**config.mk**
```make
export PLATFORM = sky130hd
export DESIGN_NAME = first_fit_heap_allocator
export DESIGN_NICKNAME = d
export VERILOG_FILES = /design/src/ffha_pkg.sv /design/src/ffha_table.sv /design/src/ffha_ctrl.sv /design/src/first_fit_heap_allocator.sv
export SDC_FILE = /design/constraint.sdc
export NUM_CORES = 2
export LEC_CHECK = 0
export BUFFER_PORTS_ARGS = -buffer_cell sky130_fd_sc_hd__buf_2
export CAP_MARGIN = 20
export CORE_ASPECT_RATIO = 0.7
export CORE_MARGIN = 5
export CORE_UTILIZATION = 35
export DETAILED_ROUTE_END_ITERATION = 12
export PLACE_DENSITY_LB_ADDON = 0.3
export REMOVE_ABC_BUFFERS = 1
export SYNTH_ARGS = -nofsm -noshare
export SYNTH_HDL_FRONTEND = slang
export SYNTH_SLANG_ARGS = --single-unit
```
**constraint.sdc**
```tcl
create_clock -name clk_i -period 11.7 [get_ports clk_i]
set_input_delay 1.17 -clock clk_i [delete_from_list [all_inputs] [get_ports clk_i]]
set_output_delay 1.17 -clock clk_i [all_outputs]
set_load 0.01 [all_outputs]
```
**src/ffha_pkg.sv**
```systemverilog
package ffha_pkg;

  // heap geometry
  localparam int unsigned HEAP_BYTES  = 16777216;
  localparam int unsigned MAX_REGIONS = 16;
  localparam int unsigned IDX_W       = $clog2(MAX_REGIONS);
  localparam int unsigned CNT_W       = $clog2(MAX_REGIONS + 1);
  localparam int unsigned ADDR_W      = 24;
  localparam int unsigned LEN_W       = 25;
  localparam int unsigned EB_W        = 16;
  localparam int unsigned EC_W        = 25;
  localparam int unsigned SIZE_W      = EB_W + EC_W;

  // commands
  localparam logic CMD_ALLOC = 1'b0;
  localparam logic CMD_FREE  = 1'b1;

  // status codes
  localparam logic [1:0] ST_OK    = 2'd0;
  localparam logic [1:0] ST_LOW   = 2'd1;
  localparam logic [1:0] ST_NOFIT = 2'd2;
  localparam logic [1:0] ST_FULL  = 2'd3;

  typedef struct packed {
    logic              cmd;
    logic [EB_W-1:0]   elem_bytes;
    logic [EC_W-1:0]   elem_count;
    logic [ADDR_W-1:0] block_start;
  } req_t;

  typedef struct packed {
    logic [1:0]        status;
    logic [ADDR_W-1:0] alloc_start;
    logic [LEN_W-1:0]  total_free;
  } rsp_t;

  typedef struct packed {
    logic [LEN_W-1:0] base;
    logic [LEN_W-1:0] len;
  } region_t;

  typedef struct packed {
    logic             we;
    logic [IDX_W-1:0] waddr;
    region_t          wdata;
    logic [IDX_W-1:0] raddr;
  } mem_req_t;

endpackage

```
**src/ffha_table.sv**
```systemverilog
module ffha_table (
  input  logic              clk_i,
  input  logic              rst_ni,
  input  ffha_pkg::mem_req_t mem_req_i,
  output ffha_pkg::region_t  rd_data_o
);

  ffha_pkg::region_t                mem [ffha_pkg::MAX_REGIONS];
  ffha_pkg::region_t                rd_q;
  logic [ffha_pkg::IDX_W-1:0]       raddr_q;
  logic                             init0_q;

  // region memory, one write and one registered read port
  always_ff @(posedge clk_i) begin
    if (mem_req_i.we) begin
      mem[mem_req_i.waddr] <= mem_req_i.wdata;
    end
    rd_q    <= mem[mem_req_i.raddr];
    raddr_q <= mem_req_i.raddr;
  end

  // entry 0 holds the whole heap until first written
  always_ff @(posedge clk_i or negedge rst_ni) begin
    if (!rst_ni) begin
      init0_q <= 1'b0;
    end else if (mem_req_i.we && mem_req_i.waddr == '0) begin
      init0_q <= 1'b1;
    end
  end

  always_comb begin
    rd_data_o = rd_q;
    if (!init0_q && raddr_q == '0) begin
      rd_data_o.base = '0;
      rd_data_o.len  = ffha_pkg::LEN_W'(ffha_pkg::HEAP_BYTES);
    end
  end

endmodule

```
**src/ffha_ctrl.sv**
```systemverilog
module ffha_ctrl (
  input  logic               clk_i,
  input  logic               rst_ni,
  input  logic               start,
  output logic               busy,
  input  ffha_pkg::req_t     req_i,
  output logic               valid_o,
  output ffha_pkg::rsp_t     rsp_o,
  output ffha_pkg::mem_req_t mem_req_o,
  input  ffha_pkg::region_t  rd_data_i
);

  localparam int unsigned S_W = 3;
  localparam logic [S_W-1:0] S_IDLE = 3'd0;
  localparam logic [S_W-1:0] S_MUL  = 3'd1;
  localparam logic [S_W-1:0] S_EVAL = 3'd2;
  localparam logic [S_W-1:0] S_SCAN = 3'd3;
  localparam logic [S_W-1:0] S_SHDN = 3'd4;
  localparam logic [S_W-1:0] S_SHUP = 3'd5;
  localparam logic [S_W-1:0] S_INS  = 3'd6;
  localparam logic [S_W-1:0] S_DONE = 3'd7;

  localparam int unsigned LW = ffha_pkg::LEN_W;
  localparam int unsigned CW = ffha_pkg::CNT_W;
  localparam int unsigned IW = ffha_pkg::IDX_W;

  logic [S_W-1:0]                state_q, state_d;
  ffha_pkg::req_t                req_q;
  logic [ffha_pkg::SIZE_W-1:0]   size_q, size_d;
  logic [CW-1:0]                 idx_q, idx_d;
  logic [CW-1:0]                 cnt_q, cnt_d;
  logic [LW-1:0]                 free_q, free_d;
  ffha_pkg::region_t             prev_q, prev_d;
  logic [1:0]                    status_q, status_d;
  logic [ffha_pkg::ADDR_W-1:0]   astart_q, astart_d;

  logic [LW-1:0]                 sz;
  logic [LW-1:0]                 bs;
  logic [LW:0]                   blk_end;
  logic [LW:0]                   prev_end;
  logic                          has_prev, has_next;
  logic                          join_prev, join_next;

  assign sz       = size_q[LW-1:0];
  assign bs       = {1'b0, req_q.block_start};
  assign blk_end  = {1'b0, bs} + {1'b0, sz};
  assign prev_end = {1'b0, prev_q.base} + {1'b0, prev_q.len};
  assign has_prev = idx_q != '0;
  assign has_next = idx_q < cnt_q;
  assign join_prev = has_prev && prev_end == blk_end - {1'b0, sz};
  assign join_next = has_next && {1'b0, rd_data_i.base} == blk_end;

  // request capture
  always_ff @(posedge clk_i) begin
    if (start && !busy) begin
      req_q <= req_i;
    end
  end

  // control and bookkeeping registers
  always_ff @(posedge clk_i or negedge rst_ni) begin
    if (!rst_ni) begin
      state_q  <= S_IDLE;
      cnt_q    <= CW'(1);
      free_q   <= LW'(ffha_pkg::HEAP_BYTES);
      idx_q    <= '0;
      size_q   <= '0;
      prev_q   <= '0;
      status_q <= ffha_pkg::ST_OK;
      astart_q <= '0;
    end else begin
      state_q  <= state_d;
      cnt_q    <= cnt_d;
      free_q   <= free_d;
      idx_q    <= idx_d;
      size_q   <= size_d;
      prev_q   <= prev_d;
      status_q <= status_d;
      astart_q <= astart_d;
    end
  end

  // sequencer: scan, shift and write back
  always_comb begin
    state_d   = state_q;
    cnt_d     = cnt_q;
    free_d    = free_q;
    idx_d     = idx_q;
    size_d    = size_q;
    prev_d    = prev_q;
    status_d  = status_q;
    astart_d  = astart_q;
    mem_req_o = '0;
    case (state_q)
      S_IDLE: begin
        if (start) begin
          state_d = S_MUL;
        end
      end
      S_MUL: begin
        size_d   = ffha_pkg::SIZE_W'(req_q.elem_bytes) * ffha_pkg::SIZE_W'(req_q.elem_count);
        status_d = ffha_pkg::ST_OK;
        astart_d = '0;
        state_d  = S_EVAL;
      end
      S_EVAL: begin
        // first read of entry 0 goes out here
        idx_d = '0;
        mem_req_o.raddr = '0;
        if (req_q.cmd == ffha_pkg::CMD_ALLOC) begin
          if (size_q > ffha_pkg::SIZE_W'(free_q)) begin
            status_d = ffha_pkg::ST_LOW;
            state_d  = S_DONE;
          end else begin
            state_d = S_SCAN;
          end
        end else begin
          if (size_q == '0) begin
            state_d = S_DONE;
          end else if ({1'b0, size_q} + (ffha_pkg::SIZE_W + 1)'(req_q.block_start) >
                       (ffha_pkg::SIZE_W + 1)'(ffha_pkg::HEAP_BYTES)) begin
            status_d = ffha_pkg::ST_NOFIT;
            state_d  = S_DONE;
          end else begin
            state_d = S_SCAN;
          end
        end
      end
      S_SCAN: begin
        mem_req_o.raddr = IW'(idx_q + CW'(1));
        if (req_q.cmd == ffha_pkg::CMD_ALLOC) begin
          if (!has_next) begin
            status_d = ffha_pkg::ST_NOFIT;
            state_d  = S_DONE;
          end else if (rd_data_i.len >= sz) begin
            astart_d = rd_data_i.base[ffha_pkg::ADDR_W-1:0];
            state_d  = S_DONE;
            if (sz != '0) begin
              free_d = free_q - sz;
              if (rd_data_i.len == sz) begin
                // region emptied: drop it
                if (idx_q + CW'(1) < cnt_q) begin
                  state_d = S_SHDN;
                end else begin
                  cnt_d = cnt_q - CW'(1);
                end
              end else begin
                mem_req_o.we         = 1'b1;
                mem_req_o.waddr      = idx_q[IW-1:0];
                mem_req_o.wdata.base = rd_data_i.base + sz;
                mem_req_o.wdata.len  = rd_data_i.len - sz;
              end
            end
          end else begin
            idx_d = idx_q + CW'(1);
          end
        end else begin
          if (has_next && rd_data_i.base <= bs) begin
            prev_d = rd_data_i;
            idx_d  = idx_q + CW'(1);
          end else begin
            state_d = S_DONE;
            if ((has_prev && prev_end > {1'b0, bs}) ||
                (has_next && {1'b0, rd_data_i.base} < blk_end)) begin
              status_d = ffha_pkg::ST_NOFIT;
            end else if (join_prev && join_next) begin
              mem_req_o.we         = 1'b1;
              mem_req_o.waddr      = IW'(idx_q - CW'(1));
              mem_req_o.wdata.base = prev_q.base;
              mem_req_o.wdata.len  = prev_q.len + sz + rd_data_i.len;
              free_d = free_q + sz;
              if (idx_q + CW'(1) < cnt_q) begin
                state_d = S_SHDN;
              end else begin
                cnt_d = cnt_q - CW'(1);
              end
            end else if (join_prev) begin
              mem_req_o.we         = 1'b1;
              mem_req_o.waddr      = IW'(idx_q - CW'(1));
              mem_req_o.wdata.base = prev_q.base;
              mem_req_o.wdata.len  = prev_q.len + sz;
              free_d = free_q + sz;
            end else if (join_next) begin
              mem_req_o.we         = 1'b1;
              mem_req_o.waddr      = idx_q[IW-1:0];
              mem_req_o.wdata.base = bs;
              mem_req_o.wdata.len  = rd_data_i.len + sz;
              free_d = free_q + sz;
            end else if (cnt_q >= CW'(ffha_pkg::MAX_REGIONS)) begin
              status_d = ffha_pkg::ST_FULL;
            end else if (has_next) begin
              // open a gap: move tail entries up by one
              mem_req_o.raddr = IW'(cnt_q - CW'(1));
              prev_d.base     = LW'(cnt_q - CW'(1));
              state_d         = S_SHUP;
            end else begin
              state_d = S_INS;
            end
          end
        end
      end
      S_SHDN: begin
        // idx_q is the slot being refilled from the next one
        mem_req_o.we    = 1'b1;
        mem_req_o.waddr = idx_q[IW-1:0];
        mem_req_o.wdata = rd_data_i;
        mem_req_o.raddr = IW'(idx_q + CW'(2));
        if (idx_q + CW'(2) < cnt_q) begin
          idx_d = idx_q + CW'(1);
        end else begin
          cnt_d   = cnt_q - CW'(1);
          state_d = S_DONE;
        end
      end
      S_SHUP: begin
        // prev_q.base holds the source slot
        mem_req_o.we    = 1'b1;
        mem_req_o.waddr = IW'(prev_q.base + LW'(1));
        mem_req_o.wdata = rd_data_i;
        mem_req_o.raddr = IW'(prev_q.base - LW'(1));
        if (prev_q.base > LW'(idx_q)) begin
          prev_d.base = prev_q.base - LW'(1);
        end else begin
          state_d = S_INS;
        end
      end
      S_INS: begin
        mem_req_o.we         = 1'b1;
        mem_req_o.waddr      = idx_q[IW-1:0];
        mem_req_o.wdata.base = bs;
        mem_req_o.wdata.len  = sz;
        cnt_d   = cnt_q + CW'(1);
        free_d  = free_q + sz;
        state_d = S_DONE;
      end
      S_DONE: begin
        state_d = S_IDLE;
      end
      default: begin
        state_d = S_IDLE;
      end
    endcase
  end

  assign busy              = state_q != S_IDLE;
  assign valid_o           = state_q == S_DONE;
  assign rsp_o.status      = status_q;
  assign rsp_o.alloc_start = astart_q;
  assign rsp_o.total_free  = free_q;

endmodule

```
**src/first_fit_heap_allocator.sv**
```systemverilog
// First-fit heap allocator with a coalescing free-region table.
// Request channel: present req_i and raise start; the request is taken at
// the rising edge where start is high and busy is low. cmd selects
// allocate or free; the size is elem_bytes times elem_count.
// Result channel: valid_o is high for exactly one cycle with rsp_o
// (status, alloc_start, total_free); the receiver cannot stall it, so it
// must take the result in that cycle. busy stays high until that cycle ends.
// Scanning visits the region table one entry a cycle (the table is a
// single-port read memory); entries are moved one by one when a region
// is removed or inserted, and a new region is then written in its own
// state. One request is handled at a time.
// Reset: the table holds one region covering the whole heap and the free
// total equals the heap size; no clearing pass is needed.
module first_fit_heap_allocator (
  input  logic           clk_i,
  input  logic           rst_ni,
  input  logic           start,
  output logic           busy,
  input  ffha_pkg::req_t req_i,
  output logic           valid_o,
  output ffha_pkg::rsp_t rsp_o
);

  ffha_pkg::mem_req_t mem_req;
  ffha_pkg::region_t  rd_data;

  // sequencer
  ffha_ctrl u_ctrl (
    .clk_i     (clk_i),
    .rst_ni    (rst_ni),
    .start     (start),
    .busy      (busy),
    .req_i     (req_i),
    .valid_o   (valid_o),
    .rsp_o     (rsp_o),
    .mem_req_o (mem_req),
    .rd_data_i (rd_data)
  );

  // region table
  ffha_table u_table (
    .clk_i     (clk_i),
    .rst_ni    (rst_ni),
    .mem_req_i (mem_req),
    .rd_data_o (rd_data)
  );

endmodule

```
==> impl_summary.log <==
INFO  metric synthDistinctLibCells = 94
INFO  metric critPathRequiredTime = 12.10 ns
INFO  metric holdCritPathClass = primary input to async pin
INFO  metric ioPinCount = 122
INFO  metric finish.net_count = 7754
INFO  metric critical-path-top-cell-by-count = a21o_1
INFO  metric outcome = complete, no violations
INFO  metric routedWlPerCell = 25.6 um
INFO  metric post_synth_inst_count = 6833
INFO  metric timing.rr.end = u_table.mem[4][36]
INFO  metric dpl_worst_slack = 2.19 ns
INFO  metric dieArea = 211000 um^2
INFO  metric timing.critical_path.arrival = 10.35 ns
INFO  metric cp-start-kind = flip-flop
INFO  metric initial_utilization = 0.353
INFO  metric max_cap_viol_count = 0
INFO  metric post_cts_buffers = 0
INFO  metric die_h = 386 um
INFO  metric floorplan.die.width = 547 um
INFO  metric cts_made_buffers = 108
INFO  metric sequential_share_of_the_synthesized_area = 0.439
INFO  metric remaining_routing_drc_violations = 0
INFO  metric crit_path_end_kind = flip-flop
INFO  metric wire_length_of_the_first_global_routing_pass = 359000 um
INFO  metric flow.area_growth_from_synthesis = 11.1%
INFO  metric grt_overflow = 0
INFO  metric ctsHoldBuffers = 0
INFO  metric postRouteWirelength = 246000 um
INFO  metric final_max_slew_viol_count = 0
INFO  metric asyncSetResetFlopFracSynth = 0.145
INFO  metric synth_top_area_cell = edfxtp_1
INFO  metric yosys.area.top_type_share = 0.369
INFO  metric transition_time_at_the_pin_with_the_least_slew_margin = 1.17 ns
INFO  metric critPathMaxFanout = 43
INFO  metric yosys_register_bits = 1076
INFO  metric ys.warnings.count = 0
INFO  metric synth_top_flop_cell = edfxtp_1
INFO  metric antenna_found_initial = 9
INFO  metric logic_depth_of_the_worst_register_to_register_path = 29
INFO  metric gp_routability_congestion = 0.991
INFO  metric routed-via-count = 54500
INFO  metric synth_area_leaders = edfxtp_1 (37%), fa_1 (9.4%), ha_1 (8.5%), nand2_1 (5.6%), dfrtp_1 (5.5%)
INFO  metric core.rowCount = 137
INFO  metric hpwlAfterDp = 176000 um
INFO  metric root_buffer = clkbuf_16
INFO  metric vias_per_cell = 5.67
INFO  metric timing.setup.critical_path_class = flip-flop to flip-flop
INFO  metric timing.critical_path.slowest_stage_cell = nor2_4
INFO  metric post_route_cells_drive_above_1_share = 0.0809
INFO  metric cts_tree = yes
INFO  metric setup_total_negative_slack = 0 ns
INFO  metric setup_repair_after_global_routing_missed_its_margin = no
INFO  metric grt_use_total = 0.227
INFO  metric finalCriticalPeriod = 9.95 ns
INFO  metric post_synthesis_cell_area = 70500 um^2
INFO  metric worst-r2r-setup-slack = 1.75 ns
INFO  metric timing.rr.start = u_ctrl.size_q[1]
INFO  metric clk_transition_reported_paths = 0.07 ns
INFO  metric slew_headroom = 0.214
INFO  metric first_global_vias = 51800
INFO  metric yosysMostFrequentCell = nand2_1
INFO  metric synth_common_cells = nand2_1 (1048), edfxtp_1 (866), inv_1 (556)
INFO  metric timing.final.hold_violations = 0
INFO  metric max_clock_freq = 100 MHz
INFO  metric setup_violations = 0
INFO  metric cts_buffer_depth = 3
INFO  metric starting_drt_drc_count = 6528
INFO  metric synth_edf_count = 866
INFO  metric clk_latency_worst_skew_pair = 0.76 ns
INFO  metric layout_worst_path_cycle_share = 0.851
INFO  metric drtAntennaViolNets = 0
INFO  metric final.setup_skew = 0.0662 ns
INFO  metric ctsHtreeMaxLevel = 3
INFO  metric fin_ws = 1.75 ns
INFO  metric clkSinkCount = 1076
INFO  metric io_buffers = 121
INFO  metric placeableCoreArea = 200000 um^2
INFO  metric post_cts_resize_count = 0
INFO  metric syn_avg_cell_area = 10.3 um^2
INFO  metric grt_max_degree = 145
INFO  metric critical-path-max-stage-delay = 0.87 ns
INFO  metric drt_pass1_iterations = 7
==> cells in the final DEF (no fill, tap or decap), drive strengths merged, types with 61 or more instances in the layout <==
master and n:
ha 479, fa 330, dfrtp 154, mux2i 61
and3 141, clkbuf 135, a21o 130, xnor2 185
o21ai 290, buf 269, xor2 72, inv 566
nor2 250, nand3 123, a21oi 540, and2 173
a211oi 84, a22o 74, edfxtp 866, nand2 1048
nor3 125
==> per-stage QoR <==
| stage | utilization | hold WS [ns] | instances | cell area (um^2) |
|---|---|---|---|---|
| 6_report | 0.392 | 0.369 | 9614 | 78400 |
| 5_1_grt | 0.392 | 0.380 | 9613 | 78400 |
| 2_1_floorplan | - | 0.437 | 6495 | 69100 |
| 4_1_cts | 0.392 | 0.353 | 9609 | 78300 |
| 3_5_place_dp | 0.373 | 0.474 | 9403 | 74600 |
| 3_3_place_gp | 0.373 | 0.485 | 9399 | 74500 |
==> kinds of logic (layout without fill, tap and decap cells) <==
family                     count (synthesis)  after routing  share of synthesized area
and+or+nand+nor                         2098           2098                      0.137
muxes                                     92             92                     0.0136
other                                      0              1                          0
buffers and inverters                    895           1034                     0.0495
xor gates and xnor gates                 261            261                     0.0332
AOI/OAI and AO/OA                       1602           1602                      0.149
DFF                                     1076           1076                      0.439
adders and majority gates                809            809                      0.179
==> flip-flops by register name (all words and copies together) (netlist names), 24 cells and up <==
signal and cells:
u_ctrl.free_q 25, u_ctrl.astart_q 24, u_ctrl.req_q 42, u_ctrl.bs 24
u_ctrl.prev_q 50, u_ctrl.size_q 41, u_table.mem 800, u_table.rd_q 50
==> worst max-delay path, delay by kind of cell (launching register included) <==
| kind | cells | cell delay (ns) |
|---|---|---|
| DFF | 1 | 0.38 |
| buffers and inverters | 5 | 1.69 |
| adders and majority gates | 2 | 0.67 |
| xor gates and xnor gates | 2 | 0.62 |
| AOI/OAI and AO/OA | 11 | 3.29 |
| and+or+nand+nor | 9 | 2.91 |
==> worst max-delay path by stage <==
stage,endpoint,start,cells after the start,slack [ns]
6_report,u_table.mem[4][36],u_ctrl.size_q[1],29,1.75
5_1_grt,u_table.mem[4][36],u_ctrl.bs[0],30,1.55
4_1_cts,u_table.mem[4][36],u_ctrl.size_q[1],29,2.11
3_5_place_dp,u_table.mem[4][13],u_ctrl.bs[0],30,2.19
3_3_place_gp,u_table.mem[4][12],u_ctrl.size_q[1],29,2.21
2_1_floorplan,u_table.rd_q[48],u_ctrl.size_q[1],28,-11.60
==> layer usage <==
metal  track usage  share of wire  vias up  routed length, um
met5             0        0.00010        -                 25
met4        0.0477          0.022        4               5520
met3        0.0536           0.10      310              24700
met2         0.317           0.40     2480              98700
met1         0.353           0.48    27400             117000
li1              -              -    24400                  -
==> area by class of cell <==
| cell class | count | area, um^2 |
|---|---|---|
| clock inverter | 73 | 883 |
| multi-input combinational | 4862 | 36300 |
| sequential | 1076 | 31000 |
| tap | 2641 | 3300 |
| antenna | 1 | 2.50 |
| inverter | 557 | 2100 |
| timing repair buffer | 271 | 1880 |
| clock buffer | 133 | 2900 |
| fill | 19400 | 121000 |
Power is not shown: default switching activity piles up to over one toggle a cycle in this logic, so the estimate is an artifact.
